--- config.mk ---
export PLATFORM = sky130hd
export DESIGN_NAME = rf_remote_pulse_frame_encoder
export DESIGN_NICKNAME = d
export VERILOG_FILES = /design/src/hdl/rfe_pkg.sv /design/src/hdl/rfe_cfg_regs.sv /design/src/hdl/rfe_seq.sv /design/src/hdl/rf_remote_pulse_frame_encoder.sv
export SDC_FILE = /design/constraint.sdc
export NUM_CORES = 1
export LEC_CHECK = 0
export BUFFER_PORTS_ARGS = -buffer_cell sky130_fd_sc_hd__clkbuf_2
export CELL_PAD_IN_SITES_DETAIL_PLACEMENT = 0
export CELL_PAD_IN_SITES_GLOBAL_PLACEMENT = 1
export CORE_MARGIN = 2
export CORE_UTILIZATION = 41
export DETAILED_ROUTE_END_ITERATION = 6
export MAX_ROUTING_LAYER = met4
export PLACE_DENSITY = 0.75
export SLEW_MARGIN = 20
export SYNTH_ARGS = -nofsm -noshare
export SYNTH_HDL_FRONTEND = slang
export SYNTH_SLANG_ARGS = --single-unit
--- constraint.sdc ---
create_clock -name i_clk -period 4.35 [get_ports i_clk]
set_input_delay 0 -clock i_clk [delete_from_list [all_inputs] [get_ports i_clk]]
set_output_delay 0 -clock i_clk [all_outputs]
set_load 0.01 [all_outputs]
--- src/hdl/rfe_pkg.sv ---
// rfe_pkg: shared types and constants for the pulse frame encoder.
// Holds the item structs, the register set struct and the register indexes.
// Depends on nothing.
package rfe_pkg;

    localparam int unsigned ID_FIELD_W   = 26;
    localparam int unsigned UNIT_FIELD_W = 4;
    localparam int unsigned COUNT_W      = 8;
    localparam int unsigned TICK_W       = 16;
    localparam int unsigned CFG_IDX_W    = 3;

    // register indexes
    localparam logic [CFG_IDX_W-1:0] CFG_HIGH_PULSE = 3'd0;
    localparam logic [CFG_IDX_W-1:0] CFG_LOW_ONE    = 3'd1;
    localparam logic [CFG_IDX_W-1:0] CFG_LOW_ZERO   = 3'd2;
    localparam logic [CFG_IDX_W-1:0] CFG_SYNC_LONG  = 3'd3;
    localparam logic [CFG_IDX_W-1:0] CFG_SYNC_SHORT = 3'd4;
    localparam logic [CFG_IDX_W-1:0] CFG_END_LOW    = 3'd5;
    localparam logic [CFG_IDX_W-1:0] CFG_REPEAT_GAP = 3'd6;

    // register reset values
    localparam logic [TICK_W-1:0] RST_HIGH_PULSE = 16'd310;
    localparam logic [TICK_W-1:0] RST_LOW_ONE    = 16'd1340;
    localparam logic [TICK_W-1:0] RST_LOW_ZERO   = 16'd310;
    localparam logic [TICK_W-1:0] RST_SYNC_LONG  = 16'd9900;
    localparam logic [TICK_W-1:0] RST_SYNC_SHORT = 16'd2675;
    localparam logic [TICK_W-1:0] RST_END_LOW    = 16'd2675;
    localparam logic [TICK_W-1:0] RST_REPEAT_GAP = 16'd10000;

    // func codes
    localparam logic FUNC_TICK  = 1'b0;
    localparam logic FUNC_START = 1'b1;

    typedef struct packed {
        logic                    func;
        logic [ID_FIELD_W-1:0]   emitter_id;
        logic                    group_flag;
        logic                    turn_on;
        logic [UNIT_FIELD_W-1:0] unit_code;
        logic [COUNT_W-1:0]      repeat_count;
    } t_in_item;

    typedef struct packed {
        logic pin_level;
        logic busy_res;
    } t_out_item;

    typedef struct packed {
        logic [TICK_W-1:0] high_pulse_ticks;
        logic [TICK_W-1:0] low_one_ticks;
        logic [TICK_W-1:0] low_zero_ticks;
        logic [TICK_W-1:0] sync_long_ticks;
        logic [TICK_W-1:0] sync_short_ticks;
        logic [TICK_W-1:0] end_low_ticks;
        logic [TICK_W-1:0] repeat_gap_ticks;
    } t_cfg;

endpackage

--- src/hdl/rfe_cfg_regs.sv ---
// rfe_cfg_regs: configuration register set of the pulse frame encoder.
// Depends on rfe_pkg.
module rfe_cfg_regs (
    input  logic                          i_clk,
    input  logic                          i_rst_n,
    input  logic                          i_wr_en,
    input  logic [rfe_pkg::CFG_IDX_W-1:0] i_wr_index,
    input  logic [rfe_pkg::TICK_W-1:0]    i_wr_data,
    output rfe_pkg::t_cfg                 o_cfg
);
    import rfe_pkg::*;

    t_cfg r_cfg;

    always_ff @(posedge i_clk) begin
        if (!i_rst_n) begin
            r_cfg.high_pulse_ticks <= RST_HIGH_PULSE;
            r_cfg.low_one_ticks    <= RST_LOW_ONE;
            r_cfg.low_zero_ticks   <= RST_LOW_ZERO;
            r_cfg.sync_long_ticks  <= RST_SYNC_LONG;
            r_cfg.sync_short_ticks <= RST_SYNC_SHORT;
            r_cfg.end_low_ticks    <= RST_END_LOW;
            r_cfg.repeat_gap_ticks <= RST_REPEAT_GAP;
        end else if (i_wr_en) begin
            // drop writes beyond the register list
            unique case (i_wr_index)
                CFG_HIGH_PULSE: r_cfg.high_pulse_ticks <= i_wr_data;
                CFG_LOW_ONE:    r_cfg.low_one_ticks    <= i_wr_data;
                CFG_LOW_ZERO:   r_cfg.low_zero_ticks   <= i_wr_data;
                CFG_SYNC_LONG:  r_cfg.sync_long_ticks  <= i_wr_data;
                CFG_SYNC_SHORT: r_cfg.sync_short_ticks <= i_wr_data;
                CFG_END_LOW:    r_cfg.end_low_ticks    <= i_wr_data;
                CFG_REPEAT_GAP: r_cfg.repeat_gap_ticks <= i_wr_data;
                default: ;
            endcase
        end
    end

    assign o_cfg = r_cfg;

endmodule

--- src/hdl/rfe_seq.sv ---
// rfe_seq: frame sequencer, one item per step, with the result register.
// Depends on rfe_pkg.
module rfe_seq #(
    parameter int unsigned ID_BITS   = 26,
    parameter int unsigned UNIT_BITS = 4
) (
    input  logic               i_clk,
    input  logic               i_rst_n,
    input  logic               i_step,
    input  rfe_pkg::t_in_item  i_item,
    input  rfe_pkg::t_cfg      i_cfg,
    output rfe_pkg::t_out_item o_res
);
    import rfe_pkg::*;

    localparam int unsigned FRAME_BITS = ID_BITS + 2 + UNIT_BITS;
    localparam int unsigned BIX_W      = $clog2(FRAME_BITS + 1);
    localparam int unsigned IDX_W      = $clog2(FRAME_BITS);

    typedef enum logic [2:0] {
        S_IDLE,
        S_SYNC_LONG,
        S_SYNC_SHORT,
        S_DATA,
        S_CLOSE,
        S_GAP
    } t_phase;

    t_phase                  r_phase,      n_phase;
    logic [FRAME_BITS-1:0]   r_frame,      n_frame;
    logic [BIX_W-1:0]        r_bit_idx,    n_bit_idx;
    logic                    r_raw_half,   n_raw_half;
    logic                    r_pulse_high, n_pulse_high;
    logic [TICK_W-1:0]       r_tick,       n_tick;
    logic [COUNT_W-1:0]      r_repeats,    n_repeats;
    logic                    r_level,      n_level;
    t_out_item               r_res,        n_res;

    logic [FRAME_BITS-1:0]   load_frame;
    logic [31:0]             id_ext;
    logic [7:0]              unit_ext;
    logic [TICK_W-1:0]       tick_inc;
    logic [TICK_W-1:0]       seg_len;
    logic                    raw_bit;
    logic [BIX_W-1:0]        bit_inc;
    logic [COUNT_W-1:0]      rep_dec;

    // assemble the frame: id LSB first, group, on/off, unit LSB first
    always_comb begin
        id_ext   = {{(32 - ID_FIELD_W){1'b0}}, i_item.emitter_id};
        unit_ext = {{(8 - UNIT_FIELD_W){1'b0}}, i_item.unit_code};
        for (int k = 0; k < FRAME_BITS; k++) begin
            if (k < ID_BITS) begin
                load_frame[k] = id_ext[5'(k)];
            end else if (k == ID_BITS) begin
                load_frame[k] = i_item.group_flag;
            end else if (k == ID_BITS + 1) begin
                load_frame[k] = i_item.turn_on;
            end else begin
                load_frame[k] = unit_ext[3'(k - ID_BITS - 2)];
            end
        end
    end

    assign raw_bit  = r_frame[r_bit_idx[IDX_W-1:0]] ^ r_raw_half;
    assign tick_inc = r_tick + 1'b1;
    assign bit_inc  = r_bit_idx + 1'b1;
    assign rep_dec  = r_repeats - 1'b1;

    // a zero length still ends after one tick, since tick_inc is at least one
    always_comb begin
        if (r_pulse_high) begin
            seg_len = i_cfg.high_pulse_ticks;
        end else begin
            case (r_phase)
                S_SYNC_LONG:  seg_len = i_cfg.sync_long_ticks;
                S_SYNC_SHORT: seg_len = i_cfg.sync_short_ticks;
                S_DATA:       seg_len = raw_bit ? i_cfg.low_one_ticks : i_cfg.low_zero_ticks;
                S_CLOSE:      seg_len = i_cfg.end_low_ticks;
                default:      seg_len = i_cfg.repeat_gap_ticks;
            endcase
        end
    end

    always_comb begin
        n_phase      = r_phase;
        n_frame      = r_frame;
        n_bit_idx    = r_bit_idx;
        n_raw_half   = r_raw_half;
        n_pulse_high = r_pulse_high;
        n_tick       = r_tick;
        n_repeats    = r_repeats;
        n_level      = r_level;
        n_res        = r_res;
        if (i_step) begin
            if (i_item.func == FUNC_START) begin
                if (r_phase == S_IDLE && i_item.repeat_count != '0) begin
                    n_frame      = load_frame;
                    n_repeats    = i_item.repeat_count;
                    n_phase      = S_SYNC_LONG;
                    n_pulse_high = 1'b1;
                    n_bit_idx    = '0;
                    n_raw_half   = 1'b0;
                    n_tick       = '0;
                end
                n_res.pin_level = r_level;
                n_res.busy_res  = (n_phase != S_IDLE);
            end else if (r_phase == S_IDLE) begin
                n_level         = 1'b0;
                n_res.pin_level = 1'b0;
                n_res.busy_res  = 1'b0;
            end else begin
                n_level         = r_pulse_high;
                n_res.pin_level = r_pulse_high;
                n_res.busy_res  = 1'b1;
                n_tick          = tick_inc;
                if (tick_inc >= seg_len || tick_inc == '0) begin
                    n_tick = '0;
                    if (r_pulse_high) begin
                        n_pulse_high = 1'b0;
                    end else begin
                        unique case (r_phase)
                            S_SYNC_LONG: begin
                                n_phase      = S_SYNC_SHORT;
                                n_pulse_high = 1'b1;
                            end
                            S_SYNC_SHORT: begin
                                n_phase      = S_DATA;
                                n_bit_idx    = '0;
                                n_raw_half   = 1'b0;
                                n_pulse_high = 1'b1;
                            end
                            S_DATA: begin
                                n_pulse_high = 1'b1;
                                if (!r_raw_half) begin
                                    n_raw_half = 1'b1;
                                end else begin
                                    n_raw_half = 1'b0;
                                    n_bit_idx  = bit_inc;
                                    if (bit_inc >= BIX_W'(FRAME_BITS)) begin
                                        n_phase = S_CLOSE;
                                    end
                                end
                            end
                            S_CLOSE: begin
                                if (i_cfg.repeat_gap_ticks != '0) begin
                                    n_phase = S_GAP;
                                end else begin
                                    n_repeats    = rep_dec;
                                    n_phase      = (rep_dec != '0) ? S_SYNC_LONG : S_IDLE;
                                    n_pulse_high = (rep_dec != '0);
                                end
                            end
                            default: begin
                                n_repeats    = rep_dec;
                                n_phase      = (rep_dec != '0) ? S_SYNC_LONG : S_IDLE;
                                n_pulse_high = (rep_dec != '0);
                            end
                        endcase
                    end
                end
            end
        end
    end

    always_ff @(posedge i_clk) begin
        if (!i_rst_n) begin
            r_phase      <= S_IDLE;
            r_frame      <= '0;
            r_bit_idx    <= '0;
            r_raw_half   <= 1'b0;
            r_pulse_high <= 1'b0;
            r_tick       <= '0;
            r_repeats    <= '0;
            r_level      <= 1'b0;
        end else begin
            r_phase      <= n_phase;
            r_frame      <= n_frame;
            r_bit_idx    <= n_bit_idx;
            r_raw_half   <= n_raw_half;
            r_pulse_high <= n_pulse_high;
            r_tick       <= n_tick;
            r_repeats    <= n_repeats;
            r_level      <= n_level;
        end
        r_res <= n_res;
    end

    assign o_res = r_res;

endmodule

--- src/hdl/rf_remote_pulse_frame_encoder.sv ---
// rf_remote_pulse_frame_encoder: top level of the OOK pulse frame encoder.
// Depends on rfe_pkg, rfe_cfg_regs and rfe_seq.
//
//   channel | direction | handshake                  | payload
//   --------+-----------+----------------------------+----------------------------
//   in      | sink      | i_in_valid / o_in_stall    | i_in  (rfe_pkg::t_in_item)
//   out     | source    | o_out_valid / i_out_stall  | o_out (rfe_pkg::t_out_item)
//   cfg     | sink      | i_cfg_valid / o_cfg_ready  | i_cfg_index, i_cfg_data
//
// Every item (tick or start) gives exactly one result item. An item is held
// in the input register, is processed by the sequencer on its way into
// the result register, and is offered from there. With no output stall an
// item is taken every cycle. Reset is synchronous, active low, and loads the
// register defaults. A stalled result holds while the input register still
// takes one more item; after that the input stalls.
module rf_remote_pulse_frame_encoder #(
    parameter int unsigned ID_BITS   = 26,
    parameter int unsigned UNIT_BITS = 4
) (
    input  logic                          i_clk,
    input  logic                          i_rst_n,
    input  logic                          i_in_valid,
    output logic                          o_in_stall,
    input  rfe_pkg::t_in_item             i_in,
    output logic                          o_out_valid,
    input  logic                          i_out_stall,
    output rfe_pkg::t_out_item            o_out,
    input  logic                          i_cfg_valid,
    output logic                          o_cfg_ready,
    input  logic [rfe_pkg::CFG_IDX_W-1:0] i_cfg_index,
    input  logic [rfe_pkg::TICK_W-1:0]    i_cfg_data
);
    import rfe_pkg::*;

    t_in_item r_in;
    logic     r_in_vld;
    logic     r_out_vld;
    logic     in_acc;
    logic     step;
    t_cfg     cfg;

    // advance the input item into the result register whenever that slot is
    // empty or its item is taken this cycle
    assign step        = r_in_vld && (!r_out_vld || !i_out_stall);
    assign o_in_stall  = r_in_vld && !step;
    assign in_acc      = i_in_valid && !o_in_stall;
    assign o_out_valid = r_out_vld;
    // the user must write registers only while idle; the block does not enforce it, so always take the write
    assign o_cfg_ready = 1'b1;

    always_ff @(posedge i_clk) begin
        if (!i_rst_n) begin
            r_in_vld  <= 1'b0;
            r_out_vld <= 1'b0;
        end else begin
            if (in_acc) begin
                r_in_vld <= 1'b1;
            end else if (step) begin
                r_in_vld <= 1'b0;
            end
            if (step) begin
                r_out_vld <= 1'b1;
            end else if (r_out_vld && !i_out_stall) begin
                r_out_vld <= 1'b0;
            end
        end
        // hold the payload until a new item is accepted
        if (in_acc) begin
            r_in <= i_in;
        end
    end

    rfe_cfg_regs u_cfg_regs (
        .i_clk      (i_clk),
        .i_rst_n    (i_rst_n),
        .i_wr_en    (i_cfg_valid),
        .i_wr_index (i_cfg_index),
        .i_wr_data  (i_cfg_data),
        .o_cfg      (cfg)
    );

    rfe_seq #(
        .ID_BITS   (ID_BITS),
        .UNIT_BITS (UNIT_BITS)
    ) u_seq (
        .i_clk   (i_clk),
        .i_rst_n (i_rst_n),
        .i_step  (step),
        .i_item  (r_in),
        .i_cfg   (cfg),
        .o_res   (o_out)
    );

endmodule
* After elaboration in Yosys (flattened, before gate mapping) *
Index checks and enable logic that the tools add are counted.

operators by class
  equality and inequality tests = 17
  reductions and logical operators = 38
  bitwise operators = 2
  muxes and demuxes = 56
  magnitude comparators = 3
  add/subtract/negate cells = 3

operator list
  operator               number
  $mux 16                6
  $pmux 16 s4            1
  $mux 8                 6
  $mux 6                 6
  $mux 3                 10
  $mux 1                 19
  $add 16x1->16 const B  1
  $ge 16x16->1           1
  $logic_not 16->1       1
  $pmux 8 s2             1
  $reduce_and 2->1       8
  $reduce_bool 16->1     1
  $reduce_bool 8->1      2
  $reduce_and 7->1       2
  $eq 3x2->1 const B     4
  $eq 3x3->1 const B     4
  $pmux 3 s4             1
  $pmux 6 s2             1
  $reduce_and 6->1       2
  $sub 8x1->8 const B    1
  $add 6x1->6 const B    1
  $eq 3x1->1 const B     2
  $ge 6x6->1 const B     1
  $logic_not 3->1        2
  other kinds (18)       35

storage, ports and cells
  output and inout bits = 5
  logic and storage cells = 144
  register bits after elaboration = 205
  input bits = 65

* Depth between registers and ports, before layout *
Gate-level depths: netlist (run 1).

  word-level depth = 11
  mapped depth = 20
  depth with buffers taken out = 15

* By module *
A second synthesis (run 1) with hierarchy kept.

unflattened totals
  cell total of the unflattened synthesis = 1,100
  area total of the unflattened synthesis = 10,421.2 µm²

by module, submodules not included
  module                         area an instance (µm²)  seq. area each (µm²)  instances  cells an instance
  rfe_seq                        4,820.9                 1,221.2               1          646
  rfe_cfg_regs                   4,274.1                 2,242.2               1          403
  rf_remote_pulse_frame_encoder  1,326.3                 1,271.2               1          51

* Least setup slack after synthesis (run 1) *
OpenSTA, ideal clock, no wires.

  kind = reg2reg
  from = register u_seq.r_bit_idx[0]
  to = register u_seq.r_tick[1]
  required time = 4.280 ns
  library setup time = 0.070 ns
  slack = -0.008 ns
  period minus slack after synthesis = 4.358 ns
  arrival time = 4.288 ns
  cell stages (with the launch flop) = 20
  path buffers = 4
  path through = dfxtp_1 -> buf_6 -> mux4_2 -> mux2i_1 -> nor3_1 -> or4_4 -> and2_1 -> buf_6 -> mux2_2 -> a31o_2 -> ha_1 -> or3b_2 -> o2111ai_1 -> a31oi_1 -> o21a_1 -> a211oi_1 -> buf_2 -> buf_2 -> nand3_1 -> a21oi_1

on the way
  word-level cells in the longest chain between the ends = 11

ends and longest elaborated chain
  what                          RTL line        RTL
  start, declared               rfe_seq.sv:31   logic [BIX_W-1:0] r_bit_idx, n_bit_idx;
  start signal, assigned        rfe_seq.sv:179  r_bit_idx <= n_bit_idx;
  $bmux 1 s5                    rfe_seq.sv:65   assign raw_bit = r_frame[r_bit_idx[IDX_W-1:0]] ^ r_raw_half;
  $mux 1 (not written as such)  rfe_seq.sv:65
  $xor 1x1->1                   rfe_seq.sv:65
  $mux 16                       rfe_seq.sv:78   S_DATA: seg_len = raw_bit ? i_cfg.low_one_ticks : i_cfg.low_zero_ticks;
  $pmux 16 s4                   rfe_seq.sv:75   case (r_phase)
  $mux 16                       rfe_seq.sv:72   if (r_pulse_high) begin
  $ge 16x16->1                  rfe_seq.sv:117  if (tick_inc >= seg_len || tick_inc == '0) begin
  $logic_or 1x1->1              rfe_seq.sv:117
  $mux 16                       rfe_seq.sv:117
  $mux 16                       rfe_seq.sv:108  end else if (r_phase == S_IDLE) begin
  $mux 16                       rfe_seq.sv:96   if (i_item.func == FUNC_START) begin
  end signal, assigned          rfe_seq.sv:182  r_tick <= n_tick;
  end, declared                 rfe_seq.sv:34   logic [TICK_W-1:0] r_tick, n_tick;

No other way between the ends. The select of a mux whose other input is x is not followed.
A chain may end at the register's enable or synchronous reset.

* Worst setup path in the final report (run 1) *
  from = register u_seq.r_bit_idx[0]
  to = register u_seq.r_phase[1]

on the way
  word-level cells in the longest chain between the ends = 10
  elaborated cells on any way between the ends = 13
  those cells by class = add/sub: 1; order compare: 2; eq/ne: 1; mux: 5; bitwise: 1; reduce/logical: 3

ends and longest elaborated chain
  what                          RTL line        RTL
  $bmux 1 s5                    rfe_seq.sv:65
  $mux 1 (not written as such)  rfe_seq.sv:65
  $xor 1x1->1                   rfe_seq.sv:65
  $mux 16                       rfe_seq.sv:78
  $pmux 16 s4                   rfe_seq.sv:75
  $mux 16                       rfe_seq.sv:72
  $ge 16x16->1                  rfe_seq.sv:117
  $logic_or 1x1->1              rfe_seq.sv:117
  $reduce_bool 2->1 (no line)   --
  $reduce_and 6->1 (no line) *  --
  end signal, assigned          rfe_seq.sv:177  r_phase <= n_phase;
  end, declared                 rfe_seq.sv:29   t_phase r_phase, n_phase;

Every way passes the cells marked *; elsewhere a longest branch is shown, timed or not. The select of a mux whose other input is x is not followed.

==> impl_metrics.toml, run 1 <==
[synthesis]
synth_area_per_cell_um2 = 8.07
synth_edf_count = 33
synth_nets = 1296
yosysSeqAreaShare = 0.454
yosysWarnings = 0
synth_cells = 1211
synth_seq_cells = 205
synth_area_um2 = 9780
ys_types = 60
synth_flop_cell = "dfxtp_1"
synthArstFlopShare = 0

[placement]
dp_hpwl_um = 18800
gp_congestion = 0.865
placed_area_um2 = 10400
place_ws_ns = -0.258
port_buffers = 58

[grt]
overflow = 0
antenna_found_initial = 0
grt_first_pass_wirelength_um = 45800
grt_pass1_vias = 8414
grt_use_total = 0.238
grt_max_degree = 70

[critical_path]
required_ns = 4.78
r2r_slack_ns = 0.04
r2r-end = "u_seq.r_phase[1]"
cp_top_family = "simple AND/OR/NAND/NOR gates"
crit_buf_inv = 2
reg2regPathDepth = 17
max_stage_delay_ns = 0.52
cp_data_arrival_time_ns = 4.75
worst-path-max-fanout = 6
crit_end = "u_seq.r_phase[1]"
slowest_stage = "or4_4"
crit_chain = "mux4_2 -> mux2i_1 -> nor3_2 -> or4_4 -> and2_4 -> buf_6 -> mux2_4 -> a31o_1 -> ha_1 -> nand2_1 -> o21a_1 -> a21oi_1 -> o21a_2 -> a211oi_4 -> buf_6 -> or4_1 -> a31oi_1"
rr_startpoint = "u_seq.r_bit_idx[0]"
start_kind = "flop"
cpMostUsedCell = "buf_6"
crit_type = "flop to flop"
startpoint = "u_seq.r_bit_idx[0]"
path_depth = 17
crit_path_end_kind = "flop"

[sta]
slew_violations = 0
tightest_slew_ns = 0.943
period_share = 0.991
finalWorstSetupSlack_ns = 0.0371
maxSlewHeadroom = 0.372
setup_tns_ns = 0
fmax_ghz = 0.232
layout_min_cycle_time_ns = 4.31
hold_ws_ns = 0.119
hold_viol_final = 0
clock-skew-final_ns = 0.0131
finalSetupViolCount = 0
grt_setup_unrepaired = "yes"

[detailed_routing]
drtPass1Iterations = 5
wl_per_cell_um = 17.5
wl_um = 28700
ant_nets = 0
drc = 0
vias = 8873
viasPerCell = 5.41
drtIter0Drc = 623

[cells_and_area]
area_growth_pct = 21.7
nets = 1391
num-fill-cells = 2305
drive_gt1_frac = 0.148
fin_area_um2 = 11900
ff_latch_area_um2 = 4440
n_antenna_cell = 0
multi_input_area_um2 = 4990

[clock_tree]
clock_path_buffers = 3
cts_sinks = 205
cts_tree = "yes"
root_buffer = "clkbuf_16"
htreeDepth = 1
clk_pin_slew_ns = 0.06
insertion_delay_ns = 0.52
cts_buffers = 24

[pwr]
ir_drop_mv = 0.324
total_power_w = 0.00450
power_density_nw_per_um2 = 378
cellLeakagePower_nw = 4.49

[floorplanning]
top_level_ports = 70
die_width_um = 158
rows = 56
die-area_um2 = 25100
coreArea_um2 = 23500
die_y_um = 158
start_util = 0.416

[status]
status = "completed"

[min_path]
hold_class = "input pin to flop"

[flow_run]
maxCapViolCount = 0
[synthesized netlist by cell type (6+ instances only)]
cell type	count	area share
nand2_1	344	0.13
dfxtp_1	172	0.35
a21oi_1	155	0.079
clkbuf_1	68	0.026
nand3_1	66	0.034
o21ai_0	37	0.019
edfxtp_1	33	0.10
o22ai_1	32	0.020
nor2_1	30	0.012
inv_1	27	0.010
ha_1	20	0.026
nor3_1	15	0.0077
o211ai_1	15	0.012
nand4_1	13	0.0083
xnor2_1	12	0.011
nor2b_1	10	0.0064
a31o_1	9	0.0081
buf_2	9	0.0046
mux2_2	9	0.010
mux2_4	9	0.014
o31ai_1	8	0.0061
or3_1	8	0.0051
a31o_2	7	0.0063
mux2i_1	7	0.0072
nand2b_1	7	0.0045
nor4_1	7	0.0045
o21a_1	7	0.0054
xor2_1	7	0.0063
a31oi_1	6	0.0038
[worst min-delay path by stage]
stage | start | end | slack [ns] | cells past startpoint
2_1_floorplan | i_in[0] | r_in[0] | 0.1 | 0
3_3_place_gp | i_in[29] | r_in[29] | 0.18 | 1
3_5_place_dp | i_in[29] | r_in[29] | 0.18 | 1
4_1_cts | i_cfg_index[0] | u_cfg_regs.o_cfg[71] | 0.1 | 5
5_1_grt | i_cfg_index[0] | u_cfg_regs.o_cfg[70] | 0.15 | 5
6_report | i_cfg_index[1] | u_cfg_regs.o_cfg[2] | 0.12 | 5
[power by group]
part           internal [W]  switching, W  total (W)
combinational      0.000179      0.000287   0.000466
clock               0.00123      0.000787    0.00201
sequential          0.00199     0.0000297    0.00202
total               0.00339       0.00110    0.00450
[per-layer routing]
layer | global-route usage | vias up | part of all wire
met2 | 0.372 | 195 | 0.45
met3 | 0.0367 | 39 | 0.056
met5 | - | - | 0
li1 | - | 4409 | -
met1 | 0.330 | 4230 | 0.47
met4 | 0.0459 | 0 | 0.017
[cell families (layout without fill, tap and decap cells)]
kind of cell	count (synthesis)	count (layout)	share of synthesized area
buf+inv	114	225	0.0486
fa+ha+maj	20	20	0.0256
compound gates	293	293	0.174
simple gates	530	530	0.240
other cells	1	1	0.000384
xor+xnor	19	19	0.0170
flops	205	205	0.454
mux	29	29	0.0406
[through the flow]
step | std cells | util
2_1_floorplan | 1211 | -
3_3_place_gp | 1543 | 0.444
3_5_place_dp | 1543 | 0.444
4_1_cts | 1638 | 0.502
5_1_grt | 1641 | 0.507
6_report | 1641 | 0.507
[worst register-to-register path: cells and delay by family, from the launching register on]
| family | cells | cell delay [ns] |
|---|---|---|
| adders and majority gates | 1 | 0.30 |
| DFF | 1 | 0.39 |
| buffers and inverters | 2 | 0.31 |
| AOI/OAI and AO/OA | 6 | 0.93 |
| muxes | 3 | 0.98 |
| and+or+nand+nor | 5 | 1.32 |
[what timing repair did]
| item | 4_1_cts | 5_1_grt |
|---|---|---|
| resized for setup | 11 | 24 |
| gates cloned | 0 | 1 |
| setup buffers | 2 | 3 |
| setup endpoints to repair | 32 | 32 |
| hold endpoints to repair | 145 | 0 |
| hold buffers | 51 | 0 |
| pin swaps | 6 | 11 |
[sequential cells by signal (all words and copies together) (netlist names), 2 cells and up]
register	count
r_in	31
u_cfg_regs.o_cfg	112
u_seq.o_res	2
u_seq.r_bit_idx	6
u_seq.r_frame	22
u_seq.r_phase	3
u_seq.r_repeats	8
u_seq.r_tick	16
[layout make-up]
type                    instances  share of cell area
inverters                      30             0.00957
flip-flops and latches        205               0.373
repair buffers                153              0.0977
clock inverters                 2             0.00389
well taps                     319              0.0335
multi-input cells             892               0.419
clock buffers                  40              0.0631
[cells in the final DEF (no fill, tap or decap), types with 29 or more instances in the layout]
master and instances:
dfxtp_1 170, edfxtp_1 33, buf_4 38, nor2_1 29, clkbuf_2 58, o21ai_0 35, nand3_1 65, dlygate4sd3_1 51
a21oi_1 151, o22ai_1 32, nand2_1 343
(Power assumes the default switching activity.)
==> run 2: changes to the inputs <==
--- a/config.mk
+++ b/config.mk
@@ -6,11 +6,13 @@
 export NUM_CORES = 1
 export LEC_CHECK = 0
 export BUFFER_PORTS_ARGS = -buffer_cell sky130_fd_sc_hd__clkbuf_2
+export CAP_MARGIN = 40
 export CELL_PAD_IN_SITES_DETAIL_PLACEMENT = 0
 export CELL_PAD_IN_SITES_GLOBAL_PLACEMENT = 1
 export CORE_MARGIN = 2
 export CORE_UTILIZATION = 41
 export DETAILED_ROUTE_END_ITERATION = 6
+export HOLD_SLACK_MARGIN = 0.08
 export MAX_ROUTING_LAYER = met4
 export PLACE_DENSITY = 0.75
 export SLEW_MARGIN = 20
==> constraint.sdc (replaced) <==
create_clock -name i_clk -period 4.35 [get_ports i_clk]
set_input_delay 0.6525 -clock i_clk [delete_from_list [all_inputs] [get_ports i_clk]]
set_output_delay 0.6525 -clock i_clk [all_outputs]
set_load 0.01 [all_outputs]
==> impl_metrics.toml, run 2 (synthesized netlist as in run 1, its figures left out) <==
[critical_path]
rr_startpoint = "u_seq.r_bit_idx[0]"
reg2regPathDepth = 19
crit_path_end_kind = "flop"
cp_data_arrival_time_ns = 4.81
r2r-end = "u_seq.r_phase[2]"
slowest_stage = "or4_4"
crit_chain = "buf_12 -> mux4_2 -> mux2i_4 -> nor3_2 -> or4_4 -> and2_4 -> buf_6 -> buf_12 -> mux2_4 -> a31o_4 -> ha_4 -> o2111ai_2 -> a31oi_1 -> o21a_4 -> a211oi_4 -> buf_6 -> buf_6 -> o21a_1 -> o21a_1"
r2r_slack_ns = -0.05
start_kind = "flop"
required_ns = 4.76
cpMostUsedCell = "buf_6"
max_stage_delay_ns = 0.55
worst-path-max-fanout = 7
crit_type = "flop to flop"

[sta]
maxSlewHeadroom = 0.237
tightest_slew_ns = 1.14
hold_ws_ns = 0.306
hold_viol_final = 0
slew_violations = 0
finalWorstSetupSlack_ns = -0.0478
fmax_ghz = 0.227
grt_setup_unrepaired = "yes"
period_share = 1.01
layout_min_cycle_time_ns = 4.40
clock-skew-final_ns = 0.0103
finalSetupViolCount = 15

[cells_and_area]
n_antenna_cell = 0
final_common_cell = "nand2_1"
final_cell_mix = "nand2_1, dfxtp_1, a21oi_1, nand3_1, clkbuf_2"
largest_reg_flops = 112
area_growth_pct = 20.6
drive_gt1_frac = 0.177
nets = 1347

[status]
status = "finished, violations left"
violations = "setup timing"

[pwr]
p_seq_frac = 0.442
total_power_w = 0.00456
cellLeakagePower_nw = 4.37
power.clock.fraction = 0.456
internal_power_w = 0.00345
power_density_nw_per_um2 = 387
comb_power_share = 0.103
switchingPower_w = 0.00112
ir_drop_mv = 0.318
netSwitchingFraction = 0.245

[floorplanning]
die_y_um = 158
die_width_um = 158
coreArea_um2 = 23500
start_util = 0.416
rows = 56
top_level_ports = 70
die-area_um2 = 25100

[placement]
gp_congestion = 0.826
dp_hpwl_um = 18200
port_buffers = 58

[detailed_routing]
wl_um = 27900
ant_nets = 0
drtIter0Drc = 566
wl_per_cell_um = 17.5
vias = 8709
drtPass1Iterations = 5
drc = 0
viasPerCell = 5.45

[min_path]
hold_class = "input pin to flop"
min_from = "i_in[21]"
hold_path_end = "r_in[21]"
hold-path-cell-count = 1

[clock_tree]
cts_sinks = 205
cts_buffers = 24
clk_pin_slew_ns = 0.06
cts_tree = "yes"
clock_path_buffers = 3
cts-hold-fix-buffers = 0
insertion_delay_ns = 0.52
root_buffer = "clkbuf_16"
htreeDepth = 1

[flow_run]
maxCapViolCount = 0

[grt]
grt_first_pass_wirelength_um = 44000
grt_max_degree = 63
overflow = 0
grt_pass1_vias = 7931
grt_use_total = 0.230
antenna_found_initial = 0
==> run 2: changes by cell type in the layout (fill, tap and decap cells not counted), moves of 5 or more <==
cell and change:
dlygate4sd3_1 -51, o31ai_1 -6, a31o_4 +7, o21ai_1 +5, clkinv_2 +5, ha_1 -7
o31ai_2 +5, o21ai_0 -5, buf_6 +6, ha_4 +6, buf_4 -6
==> run 2: critical path: cells and delay by family, from the launching register on <==
family,cells,cell delay (ns)
mux,3,0.99
flops,1,0.35
simple gates,3,0.81
compound gates,7,1.20
buf+inv,5,0.67
fa+ha+maj,1,0.26
==> run 2: cell type report <==
type                    count  area, um^2
flip-flops and latches    205        4440
inverters                  30         114
repair buffers            108         774
clock inverters             9        96.3
fillers                  2243       11700
well taps                 319         399
clock buffers              35         734
multi-input cells         893        5230
==> run 2: repair_timing <==
action,CTS,global route
gates cloned,1,0
setup buffers,3,1
gates resized for setup,56,17
endpoints found under the setup margin,32,32
pin swaps,24,14
==> run 2: power groups by stage <==
stage	Combinational, W	Clock (W)	Sequential, W
3_3_place_gp	0.000412	0	0.00206
6_report	0.000468	0.00208	0.00202
2_1_floorplan	0.000251	0	0.00205
5_1_grt	0.000508	0.00220	0.00202
4_1_cts	0.000458	0.00212	0.00202
3_5_place_dp	0.000418	0	0.00206
==> run 2: through the flow <==
step                      area, um^2  std cells  TNS, ns  worst slack [ns]   util
after floorplan                 9780       1211        0            0.0655      -
after global placement         10500       1547    -8.54            -0.315  0.447
after detailed placement       10500       1548    -9.42            -0.359  0.448
after CTS                      11700       1596   -0.860            -0.105  0.498
after global routing           11800       1599    -4.36            -0.188  0.502
final                          11800       1599   -0.277           -0.0478  0.502
==> run 2: layer usage <==
| metal | GRT usage | up-vias | wire (um) |
|---|---|---|---|
| met5 | - | - | 0 |
| met4 | 0.0579 | 0 | 492 |
| met3 | 0.0229 | 36 | 1330 |
| met2 | 0.352 | 203 | 12700 |
| met1 | 0.328 | 4130 | 13400 |
| li1 | - | 4340 | - |
==> run 2: how the worst max path moves through the flow <==
stage | start | to
global placement | u_seq.r_bit_idx[0] | u_seq.r_raw_half
floorplan | u_seq.r_bit_idx[0] | u_seq.r_tick[1]
detailed placement | u_seq.r_bit_idx[0] | u_seq.r_tick[2]
global route | u_seq.r_bit_idx[0] | u_seq.r_tick[2]
finish | u_seq.r_bit_idx[0] | u_seq.r_phase[2]
CTS | u_seq.r_bit_idx[0] | u_seq.r_tick[0]
==> run 3: changes to the inputs <==
--- a/config.mk
+++ b/config.mk
@@ -10,7 +10,7 @@
 export CELL_PAD_IN_SITES_DETAIL_PLACEMENT = 0
 export CELL_PAD_IN_SITES_GLOBAL_PLACEMENT = 1
 export CORE_MARGIN = 2
-export CORE_UTILIZATION = 41
+export CORE_UTILIZATION = 43
 export DETAILED_ROUTE_END_ITERATION = 6
 export HOLD_SLACK_MARGIN = 0.08
 export MAX_ROUTING_LAYER = met4
@@ -18,4 +18,5 @@
 export SLEW_MARGIN = 20
 export SYNTH_ARGS = -nofsm -noshare
 export SYNTH_HDL_FRONTEND = slang
+export SYNTH_HIERARCHICAL = 1
 export SYNTH_SLANG_ARGS = --single-unit
==> impl_metrics.toml, run 3 <==
[detailed_routing]
drtPass1Iterations = 4
ant_nets = 0
vias = 7994
wl_per_cell_um = 17.2
drc = 0
viasPerCell = 5.43
wl_um = 25300
drtIter0Drc = 424

[critical_path]
crit_path_end_kind = "flop"
required_ns = 4.75
start_kind = "flop"
worst-path-max-fanout = 18
reg2regPathDepth = 18
cp_data_arrival_time_ns = 4.60
r2r-end = "u_seq/r_repeats[3]"
rr_startpoint = "u_seq/r_bit_idx[0]"
r2r_slack_ns = 0.15
crit_type = "flop to flop"

[floorplanning]
top_level_ports = 70
die_y_um = 157
die-area_um2 = 24800
die_width_um = 157
start_util = 0.435
rows = 56
coreArea_um2 = 23300

[clock_tree]
htreeDepth = 1
clock_path_buffers = 3
cts-hold-fix-buffers = 0
root_buffer = "clkbuf_16"
cts_tree = "yes"
insertion_delay_ns = 0.53
clk_pin_slew_ns = 0.06
cts_buffers = 24
cts_sinks = 205

[synthesis]
synth_area_um2 = 10100
synth_nets = 1175
synth_area_per_cell_um2 = 9.29
synth_cells = 1090
yosysWarnings = 6

[sta]
clock-skew-final_ns = 0.0254
period_share = 0.966
maxSlewHeadroom = 0.424
tightest_slew_ns = 0.864
layout_min_cycle_time_ns = 4.20
slew_violations = 0
setup_tns_ns = 0
finalWorstSetupSlack_ns = 0.150
finalSetupViolCount = 0
hold_viol_final = 0
grt_setup_unrepaired = "yes"
fmax_ghz = 0.238

[grt]
grt_max_degree = 93
overflow = 0
grt_pass1_vias = 7647
grt_use_total = 0.211
antenna_found_initial = 0
grt_first_pass_wirelength_um = 40600

[cells_and_area]
n_antenna_cell = 0
multi_input_area_um2 = 5240
finalNonFillerCells = 1473
largest_reg_flops = 112
final_common_cell = "nand2_1"
area_growth_pct = 15.4
drive_gt1_frac = 0.149
ff_latch_area_um2 = 4440
num-fill-cells = 2239
final_cell_mix = "nand2_1, dfxtp_1, mux2i_1, a21oi_1, nor2b_1"
nets = 1221
fin_area_um2 = 11700

[pwr]
power_density_nw_per_um2 = 368
netSwitchingFraction = 0.239
internal_power_w = 0.00327
comb_power_share = 0.076
ir_drop_mv = 0.216
power.clock.fraction = 0.457
switchingPower_w = 0.00103
cellLeakagePower_nw = 4.74
p_seq_frac = 0.467

[min_path]
hold_path_end = "r_in[29]"
hold_class = "input pin to flop"
min_from = "i_in[29]"
hold-path-cell-count = 1

[flow_run]
maxCapViolCount = 0

[placement]
port_buffers = 58
gp_congestion = 0.860
dp_hpwl_um = 16600
place_ws_ns = -0.0758
placed_cells = 1426
placed_area_um2 = 10800

[status]
status = "completed"
[run 3: final cells by class]
class | count | area share
multi-input cells | 773 | 0.448
flip-flops and latches | 205 | 0.380
repair buffers | 100 | 0.0604
clock buffers | 32 | 0.0583
well taps | 319 | 0.0342
inverters | 32 | 0.0103
clock inverters | 12 | 0.00825
[run 3: repair_timing]
item / in CTS / in global routing
hold endpoints to repair: 0 / 0
setup buffers: 1 / 0
cloned: 0 / 1
resized for setup: 1 / 17
pin swaps: 1 / 16
setup endpoints to repair: 10 / 31
[run 3: per-stage QoR]
step | utilization | power, W | hold WS, ns
final | 0.502 | 0.00429 | 0.318
after global routing | 0.502 | 0.00446 | 0.297
after CTS | 0.498 | 0.00433 | 0.300
after detailed placement | 0.464 | 0.00237 | 0.443
after global placement | 0.462 | 0.00236 | 0.440
after floorplan | - | 0.00225 | 0.432
[run 3: how the worst max path moves through the flow]
| stage | from | cells past startpoint | end | slack, ns |
|---|---|---|---|---|
| after floorplan | u_seq/r_bit_idx[0] | 18 | u_seq/r_repeats[3] | 0.30 |
| after global placement | u_seq/r_bit_idx[0] | 17 | u_seq/r_repeats[3] | -0.05 |
| after detailed placement | u_seq/r_bit_idx[0] | 17 | u_seq/r_repeats[3] | -0.08 |
| after CTS | u_seq/r_bit_idx[0] | 18 | u_seq/r_repeats[3] | 0.04 |
| after global routing | u_seq/r_bit_idx[0] | 18 | u_seq/r_repeats[3] | -0.03 |
| final | u_seq/r_bit_idx[0] | 18 | u_seq/r_repeats[3] | 0.15 |
[run 3: critical path: stages, from the launching register on]
cell      delay (ns)
dfxtp_4         0.36
buf_6           0.12
mux4_2          0.51
mux2_2          0.31
a32oi_4         0.25
xnor2_4         0.19
buf_12          0.19
mux2i_1         0.19
o21a_1          0.14
a21oi_1         0.11
ha_1            0.30
nor2_1          0.04
a21oi_1         0.18
o221ai_2        0.12
a21o_1          0.25
o211a_4         0.18
buf_12          0.15
o311a_1         0.32
a31o_1          0.18
[run 3: power groups by stage]
| stage | logic [W] | registers (W) | clock network (W) |
|---|---|---|---|
| after global routing | 0.000359 | 0.00201 | 0.00209 |
| after global placement | 0.000312 | 0.00205 | 0 |
| after floorplan | 0.000210 | 0.00204 | 0 |
| final | 0.000326 | 0.00201 | 0.00196 |
| after detailed placement | 0.000318 | 0.00205 | 0 |
| after CTS | 0.000321 | 0.00201 | 0.00200 |
[run 3: layer usage]
metal  GRT usage  up-vias  part of all wire
li1            -     3984                 -
met4      0.0628        0             0.026
met3      0.0264       46             0.040
met1       0.300     3813              0.49
met2       0.314      151              0.44
met5           -        -                 0
